$ cat src/rtl/pans_pkg.sv
// Shared types, constants and helpers for the PWM audio noise shaper.
package pans_pkg;

    localparam int unsigned SAMPLE_W = 16;
    localparam int unsigned LEVEL_W  = 10;
    localparam int unsigned RESID_W  = 6;
    localparam int unsigned VOL_W    = 7;
    localparam int unsigned DIV_W    = 4;
    localparam int unsigned CFG_IDX_W  = 2;
    localparam int unsigned CFG_DATA_W = 7;

    localparam int unsigned OUT_DEPTH_DEFAULT = 4;

    localparam logic [CFG_IDX_W-1:0] REG_VOLUME  = 2'd0;
    localparam logic [CFG_IDX_W-1:0] REG_MODE    = 2'd1;
    localparam logic [CFG_IDX_W-1:0] REG_DIVIDER = 2'd2;

    localparam logic [VOL_W-1:0]   VOL_RESET     = 7'd100;
    localparam logic [DIV_W-1:0]   DIV_RESET     = 4'd2;
    localparam logic [LEVEL_W-1:0] MID_SHAPED    = 10'd512;
    localparam logic [LEVEL_W-1:0] MID_PLAIN     = 10'd128;

    // ceil(2^30 / 100): exact truncating divide for magnitudes below 2^23
    localparam logic [23:0]        RECIP_100   = 24'd10737419;
    localparam int unsigned        RECIP_SHIFT = 30;

    localparam logic [SAMPLE_W-1:0] OFFSET_BIT = 16'h8000;

    typedef struct packed {
        logic valid;
        logic take;
    } pipe_ctrl_t;

    typedef struct packed {
        logic [LEVEL_W-1:0] level;
        logic               taken;
    } out_item_t;

    // Clamp an 18-bit signed value to the 16-bit signed range
    function automatic logic signed [15:0] sat16(input logic signed [17:0] v);
        logic signed [15:0] r;
        if (v > 18'sd32767) begin
            r = 16'sh7fff;
        end else if (v < -18'sd32768) begin
            r = 16'sh8000;
        end else begin
            r = v[15:0];
        end
        return r;
    endfunction

endpackage

$ cat src/rtl/pans_scaler.sv
// Two-stage volume scaler: sample times percent, then divide by one hundred.
module pans_scaler (
    input  logic                           aclk,
    input  logic                           aresetn,
    input  pans_pkg::pipe_ctrl_t           in_ctrl,
    input  logic signed [15:0]             in_sample,
    input  logic [pans_pkg::VOL_W-1:0]     volume,
    output pans_pkg::pipe_ctrl_t           out_ctrl,
    output logic signed [15:0]             out_scaled
);

    logic signed [23:0] prod;
    logic        [23:0] prod_mag;
    logic        [22:0] mag_reg;
    logic               neg_reg;
    pans_pkg::pipe_ctrl_t ctrl1_reg;

    logic        [46:0] recip_prod;
    logic        [16:0] quot_reg;
    logic               neg2_reg;
    pans_pkg::pipe_ctrl_t ctrl2_reg;

    logic signed [17:0] signed_quot;

    assign prod     = 24'(in_sample) * 24'($signed({1'b0, volume}));
    assign prod_mag = prod[23] ? 24'(-prod) : 24'(prod);

    assign recip_prod = 47'(mag_reg) * 47'(pans_pkg::RECIP_100);

    always_ff @(posedge aclk) begin
        if (!aresetn) begin
            ctrl1_reg <= '0;
            ctrl2_reg <= '0;
        end else begin
            ctrl1_reg <= in_ctrl;
            ctrl2_reg <= ctrl1_reg;
        end
        mag_reg  <= prod_mag[22:0];
        neg_reg  <= prod[23];
        quot_reg <= recip_prod[pans_pkg::RECIP_SHIFT +: 17];
        neg2_reg <= neg_reg;
    end

    // Restore the sign; truncation toward zero falls out of dividing the magnitude
    assign signed_quot = neg2_reg ? -$signed({1'b0, quot_reg}) : $signed({1'b0, quot_reg});

    assign out_ctrl   = ctrl2_reg;
    assign out_scaled = pans_pkg::sat16(signed_quot);

endmodule

$ cat src/rtl/pans_out_fifo.sv
// Small result queue decoupling the processing pipeline from the output channel.
module pans_out_fifo #(
    parameter int unsigned DEPTH = pans_pkg::OUT_DEPTH_DEFAULT
) (
    input  logic                            aclk,
    input  logic                            aresetn,
    input  logic                            push,
    input  pans_pkg::out_item_t             push_data,
    input  logic                            pop,
    output logic                            out_valid,
    output pans_pkg::out_item_t             out_data,
    output logic [$clog2(DEPTH+1)-1:0]      count
);

    localparam int unsigned PTR_W = $clog2(DEPTH);
    localparam int unsigned CNT_W = $clog2(DEPTH+1);
    localparam logic [PTR_W-1:0] LAST_PTR = PTR_W'(DEPTH - 1);

    pans_pkg::out_item_t mem [DEPTH];
    logic [PTR_W-1:0] wr_ptr_reg, wr_ptr_next;
    logic [PTR_W-1:0] rd_ptr_reg, rd_ptr_next;
    logic [CNT_W-1:0] count_reg,  count_next;

    always_comb begin
        wr_ptr_next = wr_ptr_reg;
        rd_ptr_next = rd_ptr_reg;
        count_next  = count_reg;
        if (push) begin
            wr_ptr_next = (wr_ptr_reg == LAST_PTR) ? '0 : wr_ptr_reg + PTR_W'(1);
        end
        if (pop) begin
            rd_ptr_next = (rd_ptr_reg == LAST_PTR) ? '0 : rd_ptr_reg + PTR_W'(1);
        end
        if (push && !pop) begin
            count_next = count_reg + CNT_W'(1);
        end else if (pop && !push) begin
            count_next = count_reg - CNT_W'(1);
        end
    end

    always_ff @(posedge aclk) begin
        if (!aresetn) begin
            wr_ptr_reg <= '0;
            rd_ptr_reg <= '0;
            count_reg  <= '0;
        end else begin
            wr_ptr_reg <= wr_ptr_next;
            rd_ptr_reg <= rd_ptr_next;
            count_reg  <= count_next;
        end
        if (push) begin
            mem[wr_ptr_reg] <= push_data;
        end
    end

    assign out_valid = (count_reg != '0);
    assign out_data  = mem[rd_ptr_reg];
    assign count     = count_reg;

endmodule

$ cat src/rtl/pwm_audio_noise_shaper_top.sv
// Top level of the PWM audio requantizer with first-order noise shaping.
//
// Usage:
//   s_ channel: one transaction per PWM period tick. s_tuser carries the
//   sample-ready flag, s_tdata the signed 16-bit left sample.
//   m_ channel: one transaction per tick, in order. m_tdata carries the duty
//   level held before that tick's update, m_tuser the sample-taken flag.
//   cfg channel: register writes (volume, mode, divider), ready whenever out
//   of reset; write only while no tick is in flight.
// Throughput: one tick per cycle while s_tready is high. Ticks pass a multiply
// stage and a reciprocal-divide stage, both registered, and are registered again in
// a queue of OUT_DEPTH entries before showing on m_; shaping is done as the result
// enters the queue; s_tready drops once queued plus in-flight ticks fill it.
// When m_tready stays low the queue fills and s_tready falls after at most
// OUT_DEPTH accepted ticks; nothing is lost.
// Reset: volume 100, shaped mode, divider 2, level 512 (midscale), residual
// and tick counter cleared, queue emptied; s_tready and cfg_ready stay low.
// A mode write reloads midscale.
module pwm_audio_noise_shaper_top #(
    parameter int unsigned OUT_DEPTH = pans_pkg::OUT_DEPTH_DEFAULT
) (
    input  logic                                 aclk,
    input  logic                                 aresetn,
    // slave side
    input  logic                                 s_tvalid,
    output logic                                 s_tready,
    input  logic [15:0]                          s_tdata,   // [15:0] left_sample
    input  logic [0:0]                           s_tuser,   // [0] sample_ready
    // master side
    output logic                                 m_tvalid,
    input  logic                                 m_tready,
    output logic [15:0]                          m_tdata,   // [9:0] pwm_level, [15:10] zero
    output logic [0:0]                           m_tuser,   // [0] sample_taken
    // configuration
    input  logic                                 cfg_valid,
    output logic                                 cfg_ready,
    input  logic [pans_pkg::CFG_IDX_W-1:0]       cfg_index,
    input  logic [pans_pkg::CFG_DATA_W-1:0]      cfg_data
);

    localparam int unsigned CNT_W = $clog2(OUT_DEPTH+1);

    logic [pans_pkg::VOL_W-1:0]   volume_reg;
    logic                         shaped_reg;
    logic [pans_pkg::DIV_W-1:0]   divider_reg;
    logic [pans_pkg::DIV_W-1:0]   tick_count_reg, tick_count_next;
    logic [pans_pkg::LEVEL_W-1:0] held_level_reg, held_level_next;
    logic [pans_pkg::RESID_W-1:0] residual_reg, residual_next;

    logic                         s_accept;
    logic                         cfg_accept;
    logic [pans_pkg::DIV_W:0]     tick_inc;
    logic                         dividing;
    pans_pkg::pipe_ctrl_t         in_ctrl;
    pans_pkg::pipe_ctrl_t         sc_ctrl;
    logic signed [15:0]           sc_scaled;

    logic signed [17:0]           shaped_sum;
    logic signed [15:0]           shaped_sat;
    logic [15:0]                  shaped_u;
    logic [15:0]                  plain_u;

    pans_pkg::out_item_t          push_item;
    pans_pkg::out_item_t          head_item;
    logic [CNT_W-1:0]             q_count;
    logic [CNT_W:0]               occupancy;
    logic                         pop;

    pans_pkg::pipe_ctrl_t         s1_ctrl_reg;

    assign cfg_ready  = aresetn;
    assign cfg_accept = cfg_valid && cfg_ready;

    // Ticks in the pipeline hold a queue slot already
    assign occupancy = (CNT_W+1)'(q_count) + (CNT_W+1)'(s1_ctrl_reg.valid)
                     + (CNT_W+1)'(sc_ctrl.valid);
    assign s_tready  = aresetn && (occupancy < (CNT_W+1)'(OUT_DEPTH));
    assign s_accept  = s_tvalid && s_tready;

    assign tick_inc = {1'b0, tick_count_reg} + (pans_pkg::DIV_W+1)'(1);
    assign dividing = (tick_inc >= {1'b0, divider_reg});

    always_comb begin
        tick_count_next = tick_count_reg;
        if (s_accept) begin
            tick_count_next = dividing ? '0 : tick_inc[pans_pkg::DIV_W-1:0];
        end
    end

    assign in_ctrl.valid = s_accept;
    assign in_ctrl.take  = s_accept && dividing && s_tuser[0];

    pans_scaler u_scaler (
        .aclk       (aclk),
        .aresetn    (aresetn),
        .in_ctrl    (in_ctrl),
        .in_sample  ($signed(s_tdata)),
        .volume     (volume_reg),
        .out_ctrl   (sc_ctrl),
        .out_scaled (sc_scaled)
    );

    // Track the scaler's first stage for the occupancy count
    always_ff @(posedge aclk) begin
        if (!aresetn) begin
            s1_ctrl_reg <= '0;
        end else begin
            s1_ctrl_reg <= in_ctrl;
        end
    end

    assign shaped_sum = {{2{sc_scaled[15]}}, sc_scaled} + {12'b0, residual_reg};
    assign shaped_sat = pans_pkg::sat16(shaped_sum);
    assign shaped_u   = shaped_sat ^ pans_pkg::OFFSET_BIT;
    assign plain_u    = sc_scaled ^ pans_pkg::OFFSET_BIT;

    always_comb begin
        held_level_next = held_level_reg;
        residual_next   = residual_reg;
        if (cfg_accept && cfg_index == pans_pkg::REG_MODE) begin
            held_level_next = cfg_data[0] ? pans_pkg::MID_SHAPED : pans_pkg::MID_PLAIN;
            residual_next   = '0;
        end else if (sc_ctrl.valid && sc_ctrl.take) begin
            if (shaped_reg) begin
                held_level_next = shaped_u[15:6];
                residual_next   = shaped_u[5:0];
            end else begin
                held_level_next = {2'b00, plain_u[15:8]};
            end
        end
    end

    always_ff @(posedge aclk) begin
        if (!aresetn) begin
            volume_reg     <= pans_pkg::VOL_RESET;
            shaped_reg     <= 1'b1;
            divider_reg    <= pans_pkg::DIV_RESET;
            tick_count_reg <= '0;
            held_level_reg <= pans_pkg::MID_SHAPED;
            residual_reg   <= '0;
        end else begin
            tick_count_reg <= tick_count_next;
            held_level_reg <= held_level_next;
            residual_reg   <= residual_next;
            if (cfg_accept) begin
                case (cfg_index)
                    pans_pkg::REG_VOLUME:  volume_reg  <= cfg_data[pans_pkg::VOL_W-1:0];
                    pans_pkg::REG_MODE:    shaped_reg  <= cfg_data[0];
                    pans_pkg::REG_DIVIDER: divider_reg <= cfg_data[pans_pkg::DIV_W-1:0];
                    default: ;
                endcase
            end
        end
    end

    // Emit the level held before this tick's update
    assign push_item.level = held_level_reg;
    assign push_item.taken = sc_ctrl.take;

    assign pop = m_tvalid && m_tready;

    pans_out_fifo #(
        .DEPTH (OUT_DEPTH)
    ) u_out_fifo (
        .aclk      (aclk),
        .aresetn   (aresetn),
        .push      (sc_ctrl.valid),
        .push_data (push_item),
        .pop       (pop),
        .out_valid (m_tvalid),
        .out_data  (head_item),
        .count     (q_count)
    );

    assign m_tdata = {6'b0, head_item.level};
    assign m_tuser = head_item.taken;

`ifndef SYNTHESIS
    a_no_overflow: assert property (@(posedge aclk) disable iff (!aresetn)
        occupancy <= (CNT_W+1)'(OUT_DEPTH))
        else $error("result queue over-committed");

    a_plain_level_range: assert property (@(posedge aclk) disable iff (!aresetn)
        !shaped_reg |-> (held_level_reg[9:8] == 2'b00 && residual_reg == '0))
        else $error("plain mode level out of 8-bit range or residual set");

    a_tick_bound: assert property (@(posedge aclk) disable iff (!aresetn)
        tick_count_reg != 4'hf)
        else $error("tick counter beyond largest divider");

    a_take_needs_ready: assert property (@(posedge aclk) disable iff (!aresetn)
        in_ctrl.take |-> (s_accept && s_tuser[0] && dividing))
        else $error("sample taken without dividing tick and ready sample");
`endif

endmodule

$ cat config.mk
export PLATFORM = sky130hd
export DESIGN_NAME = pwm_audio_noise_shaper_top
export DESIGN_NICKNAME = d
export VERILOG_FILES = /design/src/rtl/pans_pkg.sv /design/src/rtl/pans_scaler.sv /design/src/rtl/pans_out_fifo.sv /design/src/rtl/pwm_audio_noise_shaper_top.sv
export SDC_FILE = /design/constraint.sdc
export NUM_CORES = 1
export LEC_CHECK = 0
export ABC_AREA = 1
export CORE_MARGIN = 5
export CORE_UTILIZATION = 60
export DETAILED_ROUTE_END_ITERATION = 16
export DONT_BUFFER_PORTS = 1
export GPL_TIMING_DRIVEN = 0
export HOLD_SLACK_MARGIN = 0.03
export PLACE_DENSITY = 0.79
export SYNTH_ARGS = -nofsm -noshare
export SYNTH_HDL_FRONTEND = slang
export SYNTH_SLANG_ARGS = --single-unit
$ cat constraint.sdc
create_clock -name aclk -period 5.9 [get_ports aclk]
set_input_delay 0.59 -clock aclk [delete_from_list [all_inputs] [get_ports aclk]]
set_output_delay 0.59 -clock aclk [all_outputs]
set_load 0.05 [all_outputs]
# Yosys cells after proc, flatten, opt, wreduce, memory -nomap -nowiden
# Memory sizes are Yosys's and may differ from the RTL's. A register that Yosys moved wholly into a read port is not among the register bits.
# Index checks and enable logic that the tools add are counted.
[totals]
register_bits = 85
mem_bits_rw = 44
inputBits = 31
out_inout_bits = 20
word_cells = 83
memories = 1
[memory_table]
columns = ["memory", "words", "width", "rd", "rd_clocked_by_memory_dff", "write_ports", "line_no", "rtl"]
rows = [
  ["u_out_fifo.mem", 4, 11, 1, 1, 1, "pans_out_fifo.sv:19", "pans_pkg::out_item_t mem [DEPTH];"],
]
[classes]
n_addsub = 10
mul = 2
n_lt_le_gt_ge = 6
eq_ne = 4
n_mux = 19
bitwise_logic = 3
n_reduce_logical = 21
[ops]
columns = ["cell", "n"]
rows = [
  ["16-bit two-way mux", 4],
  ["23-bit by 24-bit multiplier with 47-bit output, second input constant", 1],
  ["10-bit two-way mux", 4],
  ["16-bit by 8-bit multiplier with 24-bit output", 1],
  ["23-bit two-way mux", 1],
  ["23-bit negator", 1],
  ["18-bit by 16-bit greater-than comparator with 1-bit output, second input constant", 1],
  ["18-bit by 16-bit < comparator with 1-bit output, second input constant", 1],
  ["18-bit two-way mux", 1],
  ["17-bit negator with 18-bit output", 1],
  ["16-bit by 7-bit adder with 17-bit output", 1],
  ["17-bit by 16-bit greater-than comparator with 1-bit output, second input constant", 1],
  ["17-bit by 16-bit < comparator with 1-bit output, second input constant", 1],
  ["1-bit logical AND", 10],
  ["2-bit two-way mux", 4],
  ["2-bit AND reduction", 4],
  ["2-bit equality test, second input constant", 3],
  ["3-bit two-way mux", 2],
  ["4-bit by 1-bit adder with 5-bit output, second input constant", 1],
  ["5-bit by 4-bit greater-or-equal comparator with 1-bit output", 1],
  ["2-bit by 1-bit adder with 2-bit output, second input constant", 2],
  ["3-bit by 1-bit adder with 4-bit output", 1],
  ["4-bit by 1-bit adder with 4-bit output", 1],
  ["4-bit by 3-bit < comparator with 1-bit output, second input constant", 1],
  ["other kinds (11)", 16],
]

# Depth between registers and ports, before layout
# Gate-level depths: netlist of run 1.
[logic_depth]
ltp_word = 13
depth_mapped = 30
mapped_depth_nobuf = 29

# Hierarchy
# Synthesis of run 1 repeated with hierarchy kept, for this count alone.
[unflattened]
hier_cells = 2615
hier_area_um2 = 20935.1
[by_module_without_submodules]
columns = ["module", "instances", "cells_per_inst", "area_each_um2", "seq_area_each_um2"]
rows = [
  ["pans_scaler", 1, 2122, 16682.2, 920.9],
  ["pwm_audio_noise_shaper_top", 1, 327, 2155.8, 660.6],
  ["pans_out_fifo", 1, 166, 2097.0, 1501.4],
]

# Worst setup path after synthesis of run 1
# OpenSTA, ideal clock, no wires.
[synth_timing]
path_kind = "register to register"
start = "register u_scaler.mag_reg[11]"
end = "register u_scaler.quot_reg[15]"
setup_time_ps = 119
arrival_ps = 5497
required_ps = 5781
path_slack_ps = 284
path_stages_with_launch = 24
n_path_buf = 0
synth_period_minus_slack_ps = 5616
path_cell_list = "dfxtp_1 > fa_1 > inv_1 > fa_1 > inv_1 > fa_1 > fa_1 > inv_1 > fa_1 > inv_1 > fa_1 > fa_1 > ha_1 > a21oi_1 > nor2_1 > nor2_1 > o21ai_0 > a221oi_1 > nand3_1 > nand3_1 > nand2_1 > nand4_1 > nand3_1 > xor2_1"
[synth_via]
elab_chain_len = 1
[synth_rtl]
columns = ["element", "line_no", "rtl"]
rows = [
  ["start, declared", "pans_scaler.sv:14", "logic [22:0] mag_reg;"],
  ["start signal, assigned", "pans_scaler.sv:38", "mag_reg <= prod_mag[22:0];"],
  ["23-bit by 24-bit multiplier with 47-bit output", "pans_scaler.sv:28", "assign recip_prod = 47'(mag_reg) * 47'(pans_pkg::RECIP_100);"],
  ["named net u_scaler.recip_prod[45]", "pans_scaler.sv:18", "logic [46:0] recip_prod;"],
  ["end signal, assigned", "pans_scaler.sv:40", "quot_reg <= recip_prod[pans_pkg::RECIP_SHIFT +: 17];"],
  ["end, declared", "pans_scaler.sv:19", "logic [16:0] quot_reg;"],
]
# The timed path passes the listed nets, and every way through them passes these cells.
# A chain may end at the register's enable or synchronous reset.

# Worst setup path in the final report of run 1
[layout_timing]
start = "register u_scaler.mag_reg[9]"
end = "register u_scaler.quot_reg[15]"
# The elaborated chain is that of the path after synthesis.

==> results of run 1 <==
## critical path, stage by stage (launching register included)
cell      delay, ns
dfxtp_4        0.42
ha_2           0.43
inv_1          0.08
fa_1           0.47
fa_1           0.52
inv_1          0.05
fa_1           0.46
fa_1           0.53
fa_1           0.54
fa_1           0.49
ha_1           0.35
a21oi_1        0.23
o21a_1         0.17
o21ai_2        0.07
a221oi_2       0.28
nand3_2        0.15
nand3_2        0.08
nand2_2        0.07
nand4_1        0.09
nand3_1        0.09
xor2_1         0.15
## synthesized netlist by cell type (4+ instances only)
| cell | count | area share [%] |
|---|---|---|
| inv_2 | 7 | 0.13 |
| ha_1 | 308 | 20 |
| nor3_1 | 15 | 0.38 |
| o21a_1 | 8 | 0.31 |
| a21oi_1 | 106 | 2.7 |
| xor2_1 | 52 | 2.3 |
| nor2_2 | 6 | 0.19 |
| fa_1 | 284 | 29 |
| o211ai_1 | 4 | 0.15 |
| clkbuf_1 | 23 | 0.44 |
| dfxtp_1 | 87 | 8.9 |
| edfxtp_1 | 44 | 6.8 |
| nand2_2 | 14 | 0.45 |
| xnor2_1 | 30 | 1.3 |
| o21bai_1 | 8 | 0.31 |
| buf_4 | 8 | 0.31 |
| nand4_1 | 14 | 0.45 |
| inv_1 | 563 | 11 |
| o22ai_1 | 12 | 0.38 |
| o21ai_0 | 89 | 2.3 |
| nand2_1 | 322 | 6.2 |
| nor2_1 | 132 | 2.5 |
| or2_2 | 5 | 0.16 |
| nand3_1 | 46 | 1.2 |
| a21o_1 | 7 | 0.27 |
## metrics by stage
stage	cells	util (%)
floorplan	2245	-
global placement	2687	62.2
detailed placement	2687	62.2
CTS	2721	64.3
global route	2730	65.7
finish	2730	65.7
## what timing repair did
action                     in CTS  in global routing
gates resized for setup        37                102
pin swaps                      10                 47
setup buffers                   2                 14
setup endpoints to repair      19                 39
## logic make-up (layout without fill, tap and decap cells)
| kind of cell | after synthesis | in the layout | synth area share (%) |
|---|---|---|---|
| DFF | 131 | 131 | 15.7 |
| xor gates and xnor gates | 82 | 82 | 3.68 |
| adders and majority gates | 592 | 592 | 48.9 |
| other | 1 | 6 | 0.0192 |
| buffers and inverters | 607 | 650 | 11.9 |
| and+or+nand+nor | 566 | 566 | 12.2 |
| AOI/OAI and AO/OA | 261 | 261 | 7.60 |
## layer usage
metal / track usage [%] / up-vias / share of wire, % / wire, µm
li1: - / 6970 / - / -
met4: 8.70 / 0 / 3.3 / 1470
met1: 31.3 / 7117 / 41 / 18200
met5: 0 / - / 0 / 0
met2: 43.6 / 419 / 50 / 22600
met3: 4.32 / 98 / 5.7 / 2580
## layout make-up
class / instances / area, µm² / share of cell area [%]
multi-input combinational: 1507 / 14500 / 68.4
sequential: 131 / 3130 / 14.8
inverter: 571 / 2140 / 10.1
tap: 442 / 553 / 2.61
clock buffer: 17 / 425 / 2.01
buffer: 31 / 176 / 0.832
clock inverter: 15 / 154 / 0.726
timing repair buffer: 16 / 120 / 0.567
## worst paths after layout
| path | startpoint | end | slack, ns | cells after the start |
|---|---|---|---|---|
| setup / recovery | u_scaler.mag_reg[9]$_DFF_P_ | u_scaler.quot_reg[15]$_DFF_P_ | 0.09 | 20 |
| hold / removal | s_tuser | u_scaler.ctrl1_reg[0]$_SDFF_PN0_ | 0.29 | 2 |
| setup reg to reg | u_scaler.mag_reg[9]$_DFF_P_ | u_scaler.quot_reg[15]$_DFF_P_ | 0.09 | 20 |
| hold reg to reg | u_scaler.neg_reg$_DFF_P_ | u_scaler.neg2_reg$_DFF_P_ | 0.33 | 0 |
==> summary.md, run 1 <==
| Metric | Value |
|---|---|
| Outcome | `finished clean` |
| Die height | `190 µm` |
| CP startpoint kind | `flip-flop` |
| Nets@finish | `2898` |
| Routed len/inst | `16.4 µm` |
| Worst Path Arrival | `6.13 ns` |
| Layout area overhead | `8.66%` |
| Port Buf Inserts | `0` |
| CP Class | `flip-flop to flip-flop` |
| CTS max path bufs | `2` |
| Fin crit share | `98.5%` |
| CTS Root Cell | `clkbuf_16` |
| Slew headroom | `24.5%` |
| # fillers | `2545` |
| Routed vias/inst | `5.35` |
| Final worst path period need | `5.81 ns` |
| Synth Instances | `2240` |
| Syn Area/Cell | `8.71 µm²` |
| Worst endpoint required time | `6.22 ns` |
| Worst Hold Margin | `0.289 ns` |
| Most frequent cells in the layout | `inv_1, nand2_1, ha_1` |
| Maxcap violations | `0` |
| Clock skew | `0.0159 ns` |
| Site Rows | `66` |
| Place WS | `-0.388 ns` |
| IO Pins | `51` |
| Number of global-route vias before repair | `15100` |
| Slew @ Worst Pin | `1.13 ns` |
| Fin. Hold Viols | `0` |
| Remaining antenna violation count | `0` |
| Placed cell areas | `20100 µm²` |
| First-pass GRT wire length | `72700 µm` |
| CTS tree | `yes` |
| RSZ-0062 raised after global routing | `yes` |
| CTS Buf Count | `17` |
| H-tree depth | `4` |
| Final wirelength | `44800 µm` |
| DRT iter0 DRCs | `798` |
| Max FFs per register | `44` |
| #FFs+latches synth | `131` |
| EDFF count, synth | `44` |
| Ys async rst share | `0%` |
| Clock latency on the worst-skew pair | `0.44 ns` |
| Synth Cell Area | `19500 µm²` |
| Yosys warns | `0` |
| Clk sink count | `131` |
| Cell variety after synth | `52` |
| Largest net degree at the start of global routing | `17` |
| Initial Util | `60.4%` |
| DIE AREA | `36200 µm²` |
| DIE WIDTH | `190 µm` |
| # diodes | `0` |
| Layout cells sized above 1 | `9.22%` |
| Total gr overflow | `0` |
| Overall Global Routing Usage | `24.9%` |
| GPL Wtd Cong | `0.992` |
| Post-synthesis sequential area ratio | `15.7%` |
| Hold_buf cts | `0` |
| CP Capture Type | `flip-flop` |
| Clk slew on worst S/H paths | `0.07 ns` |
| Final Cell Area | `21200 µm²` |
| CP Max Fanout | `7` |
| Hold Path Class | `input port to flip-flop` |
| Antenna violations before repair | `0` |
| # setup viols final | `0` |
| Main synth FF type | `dfxtp_1` |
| Fmax | `0.172 GHz` |
| Commonest non-fill, non-tap cell in the layout | `inv_1` |
| Vias | `14600` |
| Setup WS post-layout | `0.0902 ns` |
| Core ar. | `32300 µm²` |
| Placed wire-length estimate | `37700 µm` |
| Drt pass-1 iters | `5` |
| Setup TNS | `0 ns` |
| Final Slew Violations | `0` |
| DRC Markers | `0` |
Power of run 1 is not shown: default switching activity piles up to over one toggle a cycle in this logic, so the estimate is an artifact.
==> run 2, diff against run 1 <==
- CORE_UTILIZATION: 60 -> 25
- HOLD_SLACK_MARGIN: 0.03 -> unset
- MAX_ROUTING_LAYER: unset -> met4
- PLACE_DENSITY: 0.79 -> unset
==> summary.md, run 2 (same netlist as run 1, synthesis figures left out) <==
| Metric | Value |
|---|---|
| Overall Global Routing Usage | `11.3% (was 24.9%)` |
| Clk slew on worst S/H paths | `0.07 ns (about the same)` |
| Worst Path Arrival | `6.15 ns (was 6.13 ns)` |
| Final wirelength | `45000 µm (was 44800 µm)` |
| Nets@finish | `2900 (was 2898)` |
| # fillers | `8228 (was 2545)` |
| Maxcap violations | `0 (unchanged)` |
| DRT iter0 DRCs | `678 (was 798)` |
| CTS Root Cell | `clkbuf_16 (unchanged)` |
| Number of global-route vias before repair | `14500 (was 15100)` |
| Crit-path slowest cell | `fa_1 (unchanged)` |
| First-pass GRT wire length | `74200 µm (was 72700 µm)` |
| Drt pass-1 iters | `4 (was 5)` |
| Core ar. | `77500 µm² (was 32300 µm²)` |
| Bufs and invs on worst path | `4 (was 2)` |
| Fmax | `0.172 GHz (about the same)` |
| Vias | `14000 (was 14600)` |
| Antenna violations before repair | `0 (unchanged)` |
| Port Buf Inserts | `0 (unchanged)` |
| Delay-heaviest family, CP | `adder cells (unchanged)` |
| Largest stage delay, worst path | `0.59 ns (was 0.54 ns)` |
| Max FFs per register | `44 (unchanged)` |
| CP Max Fanout | `5 (was 7)` |
| # diodes | `0 (unchanged)` |
| Slew @ Worst Pin | `1.21 ns (was 1.13 ns)` |
| Remaining antenna violation count | `0 (unchanged)` |
| CTS max path bufs | `2 (unchanged)` |
| Placed wire-length estimate | `38100 µm (was 37700 µm)` |
| Final worst path period need | `5.80 ns (was 5.81 ns)` |
| DIE WIDTH | `289 µm (was 190 µm)` |
| CTS tree | `yes (unchanged)` |
| Layout area overhead | `12.8% (was 8.66%)` |
| Routed vias/inst | `4.19 (was 5.35)` |
| Total gr overflow | `0 (unchanged)` |
| Hold Path Class | `input port to flip-flop (unchanged)` |
| Multi-input logic area | `14500 µm² (about the same)` |
| Setup TNS | `0 ns (unchanged)` |
| IO Pins | `51 (unchanged)` |
| DRC Markers | `0 (unchanged)` |
| Clk sink count | `131 (unchanged)` |
| RSZ-0062 raised after global routing | `yes (unchanged)` |
| Fin crit share | `98.4% (was 98.5%)` |
| GPL Wtd Cong | `0.877 (was 0.992)` |
| Layout cells sized above 1 | `9.34% (was 9.22%)` |
| CP cell instances | `fa_1 > inv_2 > fa_2 > inv_2 > fa_2 > inv_2 > fa_2 > fa_1 > inv_2 > fa_1 > fa_1 > ha_4 > nand2_4 > nor2_4 > nand2_2 > nor2_2 > nand4_1 > nand3_2 > nand3_2 > nand2_2 > nand4_1 > nand3_1 > xor2_1 (was ha_2 > inv_1 > fa_1 > fa_1 > inv_1 > fa_1 > fa_1 > fa_1 > fa_1 > ha_1 > a21oi_1 > o21a_1 > o21ai_2 > a221oi_2 > nand3_2 > nand3_2 > nand2_2 > nand4_1 > nand3_1 > xor2_1)` |
| H-tree depth | `4 (unchanged)` |
| Site Rows | `102 (was 66)` |
| Clock latency on the worst-skew pair | `0.44 ns (about the same)` |
| DIE AREA | `83700 µm² (was 36200 µm²)` |
| Hold_buf cts | `0 (unchanged)` |
| Setup WS post-layout | `0.0969 ns (was 0.0902 ns)` |
| Largest net degree at the start of global routing | `17 (unchanged)` |
| Die height | `289 µm (was 190 µm)` |
| Initial Util | `25.2% (was 60.4%)` |
| CP Capture Type | `flip-flop (unchanged)` |
| CTS Buf Count | `17 (unchanged)` |
| Sequential cell area | `3130 µm² (about the same)` |
| Routed len/inst | `13.5 µm (was 16.4 µm)` |
| Clock skew | `0.0199 ns (was 0.0159 ns)` |
| CP startpoint kind | `flip-flop (unchanged)` |
| Commonest non-fill, non-tap cell in the layout | `inv_1 (unchanged)` |
| Worst endpoint required time | `6.25 ns (was 6.22 ns)` |
| Fin. Hold Viols | `0 (unchanged)` |
| Worst Hold Margin | `0.293 ns (was 0.289 ns)` |
| Outcome | `finished clean (unchanged)` |
| Place WS | `-0.571 ns (was -0.388 ns)` |
| Most frequent cells in the layout | `inv_1, nand2_1, ha_1 (unchanged)` |
| Slew headroom | `20.3% (was 24.5%)` |
| Final Slew Violations | `0 (unchanged)` |
| # setup viols final | `0 (unchanged)` |
| CP Class | `flip-flop to flip-flop (unchanged)` |
==> run 2: cell count changes in the layout (fill, tap and decap cells not counted), moves of 2 or more <==
cell      change
dfxtp_2       -3
clkbuf_2      +2
fa_1          -7
fa_2          +7
buf_4         +2
nor2_1        +2
a21oi_1       +3
nand2_1       -2
inv_2         -3
a21oi_2       -2
inv_1         +3
dfxtp_4       +2
==> run 2: area by class of cell <==
cell class	count	share of cell area, %
inverters	571	9.74
flip-flops and latches	131	14.2
repair buffers	18	0.614
clock inverters	15	0.830
plain buffers	31	0.790
well taps	1040	5.91
multi-input cells	1507	66.0
clock buffers	17	1.93
==> run 2: path summary, 6_finish.rpt <==
| check | startpoint | endpoint | slack, ns | cells past startpoint |
|---|---|---|---|---|
| hold reg to reg | u_scaler.neg_reg$_DFF_P_ | u_scaler.neg2_reg$_DFF_P_ | 0.33 | 0 |
| hold / removal | cfg_data[6] | volume_reg[6]$_SDFFE_PN1P_ | 0.29 | 2 |
| setup reg to reg | u_scaler.mag_reg[12]$_DFF_P_ | u_scaler.quot_reg[15]$_DFF_P_ | 0.1 | 23 |
| setup / recovery | u_scaler.mag_reg[12]$_DFF_P_ | u_scaler.quot_reg[15]$_DFF_P_ | 0.1 | 23 |
==> run 2: metrics by stage <==
| stage | utilization [%] | instance area (µm²) | cells |
|---|---|---|---|
| 2_1_floorplan | - | 19500 | 2245 |
| 3_3_place_gp | 26.9 | 20800 | 3285 |
| 3_5_place_dp | 26.9 | 20800 | 3285 |
| 4_1_cts | 27.9 | 21600 | 3317 |
| 5_1_grt | 28.4 | 22000 | 3330 |
| 6_report | 28.4 | 22000 | 3330 |
==> run 2: what timing repair did <==
action / CTS / global route
setup buffers: 3 / 15
resized for setup: 50 / 87
pin swaps: 11 / 41
setup endpoints to repair: 22 / 32
hold endpoints to repair: 0 / 0
==> run 2: metal layers <==
layer  wire length, µm  track usage (%)
met5                 0                -
met4               912             2.88
met1             20900             14.9
met3              1850             1.49
met2             21300             18.4
Power of run 2 is left out for the same reason.
